File: src/rtl/lr_pkg.sv
package lr_pkg;

  localparam int COORD_BITS = 10;
  localparam int ERR_BITS   = COORD_BITS + 3;
  localparam int COLOR_BITS = 8;

  typedef logic [COORD_BITS-1:0] coord_t;
  typedef logic [ERR_BITS-1:0]   err_t;
  typedef logic [COLOR_BITS-1:0] color_t;

  typedef enum logic [0:0] {
    OP_START   = 1'b0,
    OP_ADVANCE = 1'b1
  } op_t;

  typedef enum logic [2:0] {
    MODE_VERT       = 3'd0,
    MODE_HORIZ      = 3'd1,
    MODE_SHALLOW_UP = 3'd2,
    MODE_STEEP_UP   = 3'd3,
    MODE_SHALLOW_DN = 3'd4,
    MODE_STEEP_DN   = 3'd5
  } mode_t;

  typedef struct packed {
    op_t    operation;
    coord_t start_x;
    coord_t start_y;
    coord_t end_x;
    coord_t end_y;
    color_t red_in;
    color_t green_in;
    color_t blue_in;
  } in_word_t;

  typedef struct packed {
    coord_t pixel_x;
    coord_t pixel_y;
    color_t red_out;
    color_t green_out;
    color_t blue_out;
    logic   final_pixel;
  } out_word_t;

  // error terms are two's complement, ERR_BITS wide
  typedef struct packed {
    logic   drawing;
    mode_t  mode;
    coord_t cursor_x;
    coord_t cursor_y;
    coord_t stop_coord;
    err_t   error_term;
    err_t   step_straight;
    err_t   step_diagonal;
    color_t red;
    color_t green;
    color_t blue;
  } line_state_t;

endpackage

File: src/rtl/lr_setup.sv
module lr_setup (
  input  lr_pkg::in_word_t    word,
  output lr_pkg::line_state_t st
);
  import lr_pkg::*;

  localparam int PAD = ERR_BITS - COORD_BITS;

  logic   swap;
  coord_t ax, ay, bx, by;
  err_t   ax_e, ay_e, bx_e, by_e;
  err_t   dx, dy, ndy, dx2, dy2;
  logic   dy_neg, dy_zero, dx_zero;
  logic   y_lower_a;

  assign swap = word.start_x > word.end_x;
  assign ax = swap ? word.end_x : word.start_x;
  assign ay = swap ? word.end_y : word.start_y;
  assign bx = swap ? word.start_x : word.end_x;
  assign by = swap ? word.start_y : word.end_y;

  assign ax_e = {{PAD{1'b0}}, ax};
  assign ay_e = {{PAD{1'b0}}, ay};
  assign bx_e = {{PAD{1'b0}}, bx};
  assign by_e = {{PAD{1'b0}}, by};

  assign dx  = bx_e - ax_e;
  assign dy  = by_e - ay_e;
  assign ndy = ay_e - by_e;
  assign dx2 = {dx[ERR_BITS-2:0], 1'b0};
  assign dy2 = {dy[ERR_BITS-2:0], 1'b0};

  assign dx_zero   = (ax == bx);
  assign dy_zero   = (ay == by);
  assign dy_neg    = dy[ERR_BITS-1];
  assign y_lower_a = (ay <= by);

  always_comb begin
    st               = '0;
    st.drawing       = 1'b1;
    st.red           = word.red_in;
    st.green         = word.green_in;
    st.blue          = word.blue_in;
    st.cursor_x      = ax;
    st.cursor_y      = ay;
    st.stop_coord    = bx;
    if (dx_zero) begin
      st.mode       = MODE_VERT;
      st.cursor_y   = y_lower_a ? ay : by;
      st.stop_coord = y_lower_a ? by : ay;
    end else if (dy_zero) begin
      st.mode = MODE_HORIZ;
    end else if (!dy_neg) begin
      if ($unsigned(dy) <= $unsigned(dx)) begin
        st.mode          = MODE_SHALLOW_UP;
        st.error_term    = dy2 - dx;
        st.step_straight = dy2;
        st.step_diagonal = dy2 - dx2;
      end else begin
        st.mode          = MODE_STEEP_UP;
        st.stop_coord    = by;
        st.error_term    = dx2 - dy;
        st.step_straight = dx2;
        st.step_diagonal = dx2 - dy2;
      end
    end else begin
      if ($unsigned(dx) >= $unsigned(ndy)) begin
        st.mode          = MODE_SHALLOW_DN;
        st.error_term    = (err_t'(0) - dy2) - dx;
        st.step_straight = err_t'(0) - dy2;
        st.step_diagonal = (err_t'(0) - dy2) - dx2;
      end else begin
        st.mode          = MODE_STEEP_DN;
        st.stop_coord    = by;
        st.error_term    = dx2 + dy;
        st.step_straight = dx2;
        st.step_diagonal = dy2 + dx2;
      end
    end
  end

endmodule

File: src/rtl/lr_step.sv
module lr_step (
  input  lr_pkg::line_state_t st,
  output lr_pkg::out_word_t   pix,
  output lr_pkg::line_state_t st_nxt
);
  import lr_pkg::*;

  logic   y_major;
  logic   last;
  logic   err_pos;
  err_t   err_straight, err_diag;
  coord_t x_inc, y_inc, y_dec;

  assign y_major = (st.mode == MODE_VERT) || (st.mode == MODE_STEEP_UP) ||
                   (st.mode == MODE_STEEP_DN);
  assign last    = y_major ? (st.cursor_y == st.stop_coord)
                           : (st.cursor_x == st.stop_coord);
  assign err_pos = !st.error_term[ERR_BITS-1] && (st.error_term != '0);

  assign err_straight = st.error_term + st.step_straight;
  assign err_diag     = st.error_term + st.step_diagonal;
  assign x_inc        = st.cursor_x + coord_t'(1);
  assign y_inc        = st.cursor_y + coord_t'(1);
  assign y_dec        = st.cursor_y - coord_t'(1);

  always_comb begin
    pix.pixel_x     = st.cursor_x;
    pix.pixel_y     = st.cursor_y;
    pix.red_out     = st.red;
    pix.green_out   = st.green;
    pix.blue_out    = st.blue;
    pix.final_pixel = last;
  end

  always_comb begin
    st_nxt = st;
    if (last) begin
      st_nxt.drawing = 1'b0;
    end else begin
      case (st.mode)
        MODE_VERT: begin
          st_nxt.cursor_y = y_inc;
        end
        MODE_HORIZ: begin
          st_nxt.cursor_x = x_inc;
        end
        MODE_SHALLOW_UP, MODE_SHALLOW_DN: begin
          st_nxt.cursor_x   = x_inc;
          st_nxt.error_term = err_pos ? err_diag : err_straight;
          if (err_pos) begin
            st_nxt.cursor_y = (st.mode == MODE_SHALLOW_UP) ? y_inc : y_dec;
          end
        end
        default: begin
          st_nxt.cursor_y   = (st.mode == MODE_STEEP_UP) ? y_inc : y_dec;
          st_nxt.error_term = err_pos ? err_diag : err_straight;
          if (err_pos) begin
            st_nxt.cursor_x = x_inc;
          end
        end
      endcase
    end
  end

endmodule

File: src/rtl/line_rasterizer.sv
// Bresenham line rasterizer.
// Input channel (in_valid/in_stall/in_word): a start word loads both endpoints
// and the color and returns nothing; each advance word returns one pixel of
// the line on the output channel, final_pixel set on the last one. Advance
// words while no line is active, or after the last pixel, return nothing.
// A start word drops any line in progress.
// Output channel (out_valid/out_stall/out_word) is fed from an output register
// backed by a one-word skid register.
// A pixel is registered into out_word, or into the skid register while the
// output word is held. Throughput: one word per cycle while in_stall is low,
// set by the single add/compare step of the line state register.
// Receiver stall: the output word holds; one more result lands in the skid
// register, after which in_stall is raised until the skid drains.
// Reset (rst_n low, synchronous): no line active, both output registers empty.
module line_rasterizer (
  input  logic              clk,
  input  logic              rst_n,
  input  logic              in_valid,
  output logic              in_stall,
  input  lr_pkg::in_word_t  in_word,
  output logic              out_valid,
  input  logic              out_stall,
  output lr_pkg::out_word_t out_word
);
  import lr_pkg::*;

  line_state_t st_r, st_nxt, setup_st, step_st;
  out_word_t   step_pix;
  out_word_t   out_r, out_nxt, skid_r, skid_nxt;
  logic        out_valid_r, out_valid_nxt, skid_valid_r, skid_valid_nxt;
  logic        in_accept, res_valid, out_ready;

  lr_setup u_setup (
    .word (in_word),
    .st   (setup_st)
  );

  lr_step u_step (
    .st     (st_r),
    .pix    (step_pix),
    .st_nxt (step_st)
  );

  assign in_stall  = skid_valid_r;
  assign in_accept = in_valid && !skid_valid_r;
  assign res_valid = in_accept && (in_word.operation == OP_ADVANCE) && st_r.drawing;
  assign out_ready = !out_valid_r || !out_stall;

  always_comb begin
    st_nxt = st_r;
    if (in_accept) begin
      if (in_word.operation == OP_START) begin
        st_nxt = setup_st;
      end else if (st_r.drawing) begin
        st_nxt = step_st;
      end
    end
  end

  // skid is only loaded while the output word is held, and in_stall is
  // high whenever it is full, so no result arrives while it drains
  always_comb begin
    out_nxt        = out_r;
    out_valid_nxt  = out_valid_r;
    skid_nxt       = skid_r;
    skid_valid_nxt = skid_valid_r;
    if (out_ready) begin
      if (skid_valid_r) begin
        out_nxt        = skid_r;
        out_valid_nxt  = 1'b1;
        skid_valid_nxt = 1'b0;
      end else begin
        out_nxt       = step_pix;
        out_valid_nxt = res_valid;
      end
    end else if (res_valid) begin
      skid_nxt       = step_pix;
      skid_valid_nxt = 1'b1;
    end
  end

  always_ff @(posedge clk) begin
    if (!rst_n) begin
      st_r         <= '0;
      out_valid_r  <= 1'b0;
      skid_valid_r <= 1'b0;
    end else begin
      st_r         <= st_nxt;
      out_valid_r  <= out_valid_nxt;
      skid_valid_r <= skid_valid_nxt;
    end
  end

  always_ff @(posedge clk) begin
    out_r  <= out_nxt;
    skid_r <= skid_nxt;
  end

  assign out_valid = out_valid_r;
  assign out_word  = out_r;

  a_skid_behind_out: assert property (@(posedge clk) disable iff (!rst_n)
    skid_valid_r |-> out_valid_r)
    else $error("skid word held with empty output register");

  a_skid_fill_on_stall: assert property (@(posedge clk) disable iff (!rst_n)
    (res_valid && out_valid_r && out_stall) |=> skid_valid_r)
    else $error("pixel lost while output stalled");

  a_start_arms: assert property (@(posedge clk) disable iff (!rst_n)
    (in_accept && in_word.operation == OP_START) |=> st_r.drawing)
    else $error("start word did not arm a line");

  a_final_ends: assert property (@(posedge clk) disable iff (!rst_n)
    (res_valid && step_pix.final_pixel) |=> !st_r.drawing)
    else $error("line still active after final pixel");

  a_idle_advance: assert property (@(posedge clk) disable iff (!rst_n)
    (in_accept && in_word.operation == OP_ADVANCE && !st_r.drawing) |=> $stable(st_r))
    else $error("idle advance changed line state");

endmodule
File: config.mk
export PLATFORM = sky130hd
export DESIGN_NAME = line_rasterizer
export DESIGN_NICKNAME = d
export VERILOG_FILES = /design/src/rtl/lr_pkg.sv /design/src/rtl/lr_setup.sv /design/src/rtl/lr_step.sv /design/src/rtl/line_rasterizer.sv
export SDC_FILE = /design/constraint.sdc
export NUM_CORES = 1
export LEC_CHECK = 0
export ABC_AREA = 1
export ABC_CLOCK_PERIOD_IN_PS = 10600
export BUFFER_PORTS_ARGS = -buffer_cell sky130_fd_sc_hd__buf_2
export CAP_MARGIN = 0
export CORE_ASPECT_RATIO = 0.7
export CORE_MARGIN = 2
export CORE_UTILIZATION = 56
export DETAILED_ROUTE_END_ITERATION = 16
export GPL_TIMING_DRIVEN = 0
export HOLD_SLACK_MARGIN = 0.03
export PLACE_DENSITY = 0.75
export SLEW_MARGIN = 30
export SYNTH_ARGS = -nofsm -noshare
export SYNTH_HDL_FRONTEND = slang
export SYNTH_SLANG_ARGS = --single-unit
export TNS_END_PERCENT = 50
File: constraint.sdc
create_clock -name clk -period 10.6 [get_ports clk]
set_input_delay 0.53 -clock clk [delete_from_list [all_inputs] [get_ports clk]]
set_output_delay 0.53 -clock clk [all_outputs]
set_load 0.01 [all_outputs]
# [After elaboration in Yosys (flattened, before gate mapping)]
# Index checks and enable logic that the tools add are counted.
[totals] memories=0 rom_bits=0 ramBits=0 output_inout_bits=47 elab_cells=123 reg_bits=189 latch_bits=0 in_bits=69
[classes] reduce_logical=22 add_sub_neg=17 mul=0 magnitude_cmp=4 div_mod_pow=0 eq_ne=16 shift=0 bitwise=3 muxes=36
[op_table] op="$mux 97" n=2
[op_table] op="$mux 10" n=14
[op_table] op="$mux 39" n=3
[op_table] op="$mux 49" n=2
[op_table] op="$sub 13x13->13" n=6
[op_table] op="$add 13x13->13" n=4
[op_table] op="$mux 45" n=1
[op_table] op="$eq 10x10->1" n=4
[op_table] op="$mux 13" n=3
[op_table] op="$sub 10x10->11" n=3
[op_table] op="$pmux 10 s3" n=1
[op_table] op="$add 10x1->10 const B" n=2
[op_table] op="$mux 20" n=1
[op_table] op="$pmux 10 s2" n=1
[op_table] op="$ge 13x13->1" n=1
[op_table] op="$le 13x13->1" n=1
[op_table] op="$reduce_bool 13->1" n=1
[op_table] op="$sub 1x13->13 const A" n=1
[op_table] op="$gt 10x10->1" n=1
[op_table] op="$le 10x10->1" n=1
[op_table] op="$reduce_and 5->1" n=2
[op_table] op="$sub 10x1->10 const B" n=1
[op_table] op="$mux 3" n=3
[op_table] op="$ne 2x2->1 const B" n=4
[op_table] op="other kinds (15)" n=35

# [Logic depth before layout (Yosys ltp)]
[logic_depth] word_depth=10 depth_mapped=45 depth_no_buf=44

# [Modules after synthesis]
# From an unflattened synthesis, not the netlist that was laid out.
[hier_totals] hier_cells=3294 area_unflattened_um2=20465.9
[modules_own_cells] module="line_rasterizer" seq_area_each_um2=4684.5 area_each_um2=8742.1 cells_each=1191 n_inst=1
[modules_own_cells] module="lr_setup" seq_area_each_um2=0.0 area_each_um2=7746.2 cells_each=1349 n_inst=1
[modules_own_cells] module="lr_step" seq_area_each_um2=0.0 area_each_um2=3977.6 cells_each=754 n_inst=1

# [Worst setup path before layout]
# No wires, ideal clock.
[synth_path] kind="input port to flip-flop" startpoint="in in_word[42] (netlist bit)" endpoint="reg st_r[36] (netlist bit)" arrival_time_ps=5535 stages=38 path_slack_ps=4932 setup_time_ps=132 cell_sequence="inv_1 -> ha_1 -> nand2_2 -> inv_2 -> a21oi_2 -> nand3_4 -> nand2_4 -> buf_6 -> buf_6 -> buf_6 -> nand2_1 -> o21ai_0 -> nand2_1 -> ha_1 -> a21o_1 -> nand2_1 -> nand3_2 -> nand2_1 -> [... 2 more ...] -> inv_1 -> ha_1 -> clkbuf_1 -> nor2_1 -> a211oi_1 -> nand2_1 -> a21oi_1 -> o21ai_0 -> nand2_1 -> clkinv_1 -> nand2_1 -> o21ai_0 -> o31ai_1 -> nand3_1 -> nand2_1 -> nand2_1 -> nand2_1 -> a21oi_1"
[synth_between] elab_chain_len=10 word_cells_on_any_way=23 cone_classes="add/sub (8); order compare (3); eq/ne (2); mux (10)"
[synth_rtl] element="from (decl)" line="line_rasterizer.sv:20" source="input lr_pkg::in_word_t in_word,"
[synth_rtl] element="$gt 10x10->1" line="lr_setup.sv:16" source="assign swap = word.start_x > word.end_x;"
[synth_rtl] element="$mux 10, on equally long branches" line="lr_setup.sv:20, lr_setup.sv:18"
[synth_rtl] element="$sub 10x10->11" line="lr_setup.sv:28" source="assign dy = by_e - ay_e;"
[synth_rtl] element="$sub 1x13->13" line="lr_setup.sv:71" source="st.step_diagonal = (err_t'(0) - dy2) - dx2;"
[synth_rtl] element="$sub 13x13->13" line="lr_setup.sv:71"
[synth_rtl] element="$mux 39" line="lr_setup.sv:67" source="if ($unsigned(dx) >= $unsigned(ndy)) begin"
[synth_rtl] element="$mux 49" line="lr_setup.sv:53" source="end else if (!dy_neg) begin"
[synth_rtl] element="$mux 49" line="lr_setup.sv:51" source="end else if (dy_zero) begin"
[synth_rtl] element="$mux 39 *" line="lr_setup.sv:47" source="if (dx_zero) begin"
[synth_rtl] element="$mux 97 *" line="line_rasterizer.sv:52" source="if (in_word.operation == OP_START) begin"
[synth_rtl] element="to (signal assigned)" line="line_rasterizer.sv:88" source="st_r <= st_nxt;"
[synth_rtl] element="to (decl)" line="line_rasterizer.sv:27" source="line_state_t st_r, st_nxt, setup_st, step_st;"
# Every way passes the cells marked *; elsewhere a longest branch is shown, timed or not.
# A chain may end at the register's enable or synchronous reset.

# [Final worst setup path]
[layout_path] startpoint="in in_word[54] (netlist bit)" endpoint="reg st_r[54] (netlist bit)"
[layout_between] elab_chain_len=10 word_cells_on_any_way=23 cone_classes="add/sub (8); order compare (3); eq/ne (2); mux (10)"
[layout_rtl] element="$gt 10x10->1" line="lr_setup.sv:16"
[layout_rtl] element="$mux 10, on equally long branches" line="lr_setup.sv:20, lr_setup.sv:18"
[layout_rtl] element="$sub 10x10->11" line="lr_setup.sv:28"
[layout_rtl] element="$sub 1x13->13" line="lr_setup.sv:69" source="st.error_term = (err_t'(0) - dy2) - dx;"
[layout_rtl] element="$sub 13x13->13" line="lr_setup.sv:69"
[layout_rtl] element="$mux 39" line="lr_setup.sv:67"
[layout_rtl] element="$mux 49" line="lr_setup.sv:53"
[layout_rtl] element="$mux 49" line="lr_setup.sv:51"
[layout_rtl] element="$mux 39 *" line="lr_setup.sv:47"
[layout_rtl] element="$mux 97 *" line="line_rasterizer.sv:52"
# Marked as above.

==> flow_summary.yaml <==
outcome:
  status: "complete, no violations"
route:
  drtAntennaViolNets: 0
  vias: 15700
  drt_wl_total_um: 50900
  wl_per_cell_um: 19.2
  drc: 0
  first_iter_violations: 1849
  firstDrtPassIters: 6
  viasPerCell: 5.90
die:
  die_h_um: 142
  start_util_pct: 57.1
  die_w_um: 201
  io_pins: 116
  coreArea_um2: 26800
  std_cell_rows: 50
  die_area_um2: 28600
worst_hold_path:
  min_path_type: "in2reg"
critical_path:
  cp-end-kind: "flip-flop"
  cp_data_arrival_time_ps: 7950
  path_max_fanout: 10
  path_common_cell: "nand2_1"
  worst_ep_required_time_ps: 10980
  critPathKind: "in2reg"
  slowest_stage: "xor2_1"
  start_kind: "primary input"
  rrSetupSlack_ps: 5690
  critPathMaxStageDelay_ps: 680
synth:
  syn_area_per_cell_um2: 7.15
  synth-edff-count: 90
  synth_common_cells: "nand2_1 (466), inv_1 (264), o21ai_0 (230)"
  synthArstFlopShare_pct: 0
  synth_flop_cell: "dfxtp_1"
  syn_inst: 2136
  netlist.top_cell.by_area: "edfxtp_1"
  netlist_area_um2: 15300
  synthTopCellsByArea: "edfxtp_1 (18%), dfxtp_1 (13%), nand2_1 (11%)"
  synth_most_common_cell: "nand2_1"
  ys_types: 65
  seq_area_frac_synth_pct: 30.4
  yosysTopAreaCellShare_pct: 17.7
  yosys_register_bits: 187
  yosys_warnings: 0
  synth_nets: 2333
timing:
  setup_violations: 0
  worstMarginPinSlew_ps: 978
  fin_crit_ps: 7580
  fin_skew_ps: 6.63
  slew_headroom_pct: 34.6
  drv_slew: 0
  rsz0062_at_grt: "false"
  finalCritPeriodShare_pct: 71.5
  setup_ws_ps: 3020
  tns_ps: 0
  max_freq_mhz: 132
  holdWs_ps: 368
  hold_viol: 0
pwr:
  cellPowerDensity_nw_per_um2: 218
  design_power_total_mw: 3.69
  p_leak_nw: 7.90
  vdd_ir_drop_max_mv: 0.126
finish:
  nets: 2471
  fillCellCount: 2444
  layout-drive-gt1-share_pct: 11.3
  antenna_cells: 0
  design_area_um2: 17000
  area_growth_pct: 11.0
cts:
  clk_path_buf_depth: 2
  cts-htree-levels: 4
  clkLatencyLatePin_ps: 440
  cts_root_buf: "clkbuf_16"
  numCtsBuffers: 17
  cts_resized: 0
  numClockSinks: 187
  cts.hold.buffers_added: 0
  clk_pin_slew_ps: 70
  cts_tree: "done"
  post_cts_buffers: 0
placed_design:
  portBuffers: 114
  place_hpwl_um: 40500
  dp_slack_ps: 2920
  gp_congestion: 0.984
  place_area_um2: 16400
grt:
  grt_antenna_before_repair: 0
  grt_max_degree: 49
  grt_pass1_wl_um: 78200
  grt_remaining_overflow: 0
  track_usage_pct: 35.3
  grt_pass1_vias: 14200
job:
  maxCapViolations: 0
-- metal layers --
| layer | vias up | track usage [%] | wire length, um |
|---|---|---|---|
| met1 | 7320 | 53.0 | 23500 |
| met4 | 0 | 10.4 | 1190 |
| met2 | 763 | 51.8 | 21000 |
| li1 | 7484 | - | - |
| met5 | - | 0 | 0 |
| met3 | 83 | 5.56 | 5250 |
-- layout make-up --
cell class,instances,area (um^2),area share (%)
Tap cell,364,455,2.68
Timing Repair Buffer,119,608,3.58
Buffer,70,334,1.97
Inverter,278,1060,6.25
Clock buffer,21,470,2.77
Clock inverter,11,133,0.782
Sequential cell,187,4640,27.4
Multi-Input combinational cell,1601,9260,54.6
-- logic make-up after synthesis --
group                    Yosys count  share of synthesized area, %
adder cells (fa/ha/maj)          128                          10.8
buffers and inverters            348                          9.13
flip-flops                       187                          30.4
AND/OR/NAND/NOR                  799                          22.9
XOR/XNOR                          77                          4.76
AO/OA/AOI/OAI                    592                          21.6
multiplexers                       5                         0.426
-- final timing paths --
kind / from / endpoint / cells after the start
setup / recovery: in_word[54] / st_r[54]$_SDFFE_PN0P_ / 36
hold / removal: in_word[23] / st_r[23]$_SDFFE_PN0P_ / 3
setup reg to reg: st_r[54]$_SDFFE_PN0P_ / st_r[62]$_SDFFE_PN0P_ / 33
hold reg to reg: st_r[13]$_SDFFE_PN0P_ / skid_r[14]$_DFFE_PP_ / 0
-- per-stage QoR --
step	cells	util [%]
floorplan	2136	-
global placement	2614	60.9
detailed placement	2619	61.1
CTS	2651	63.3
global route	2651	63.4
finish	2651	63.4
-- placed cells by master, fill, tap and decap left out, types with 5 or more instances in the layout --
cell         n
nand2_1    465
inv_1      264
o21ai_0    230
a21oi_1    210
nor2_1     134
ha_1       121
buf_2      120
dfxtp_1     97
edfxtp_1    90
nand3_1     88
xor2_1      54
clkbuf_1    54
o21ai_1     25
o211ai_1    25
a31oi_1     23
xnor2_1     18
nand2_2     17
clkbuf_16   17
nor3_1      16
or2_2       15
nand4_1     15
o21bai_1    14
o22ai_1     12
a211oi_1    11
nor4_1       9
buf_6        8
o21ai_2      8
o221ai_1     8
nand2_4      7
nand3_2      7
fa_1         7
buf_4        6
inv_2        5
-- critical path, delay by kind of cell --
kind	cells	cell delay [ps]
fa+ha+maj	3	1150
xor+xnor	1	680
simple gates	14	1820
compound gates	8	1400
buf+inv	10	2320
-- power breakdown --
group          switching (mW)  internal [mW]  leakage (nW)
sequential             0.0421          0.822          1.74
clock                   0.287          0.371         0.298
combinational            1.45          0.717          5.85
-- registers in the layout (all words and copies together), names as in the netlist --
| name | count |
|---|---|
| st_r | 95 |
| out_word | 45 |
| skid_r | 45 |
| in_stall | 1 |
| out_valid | 1 |
Power figures use the tool's default switching activity.
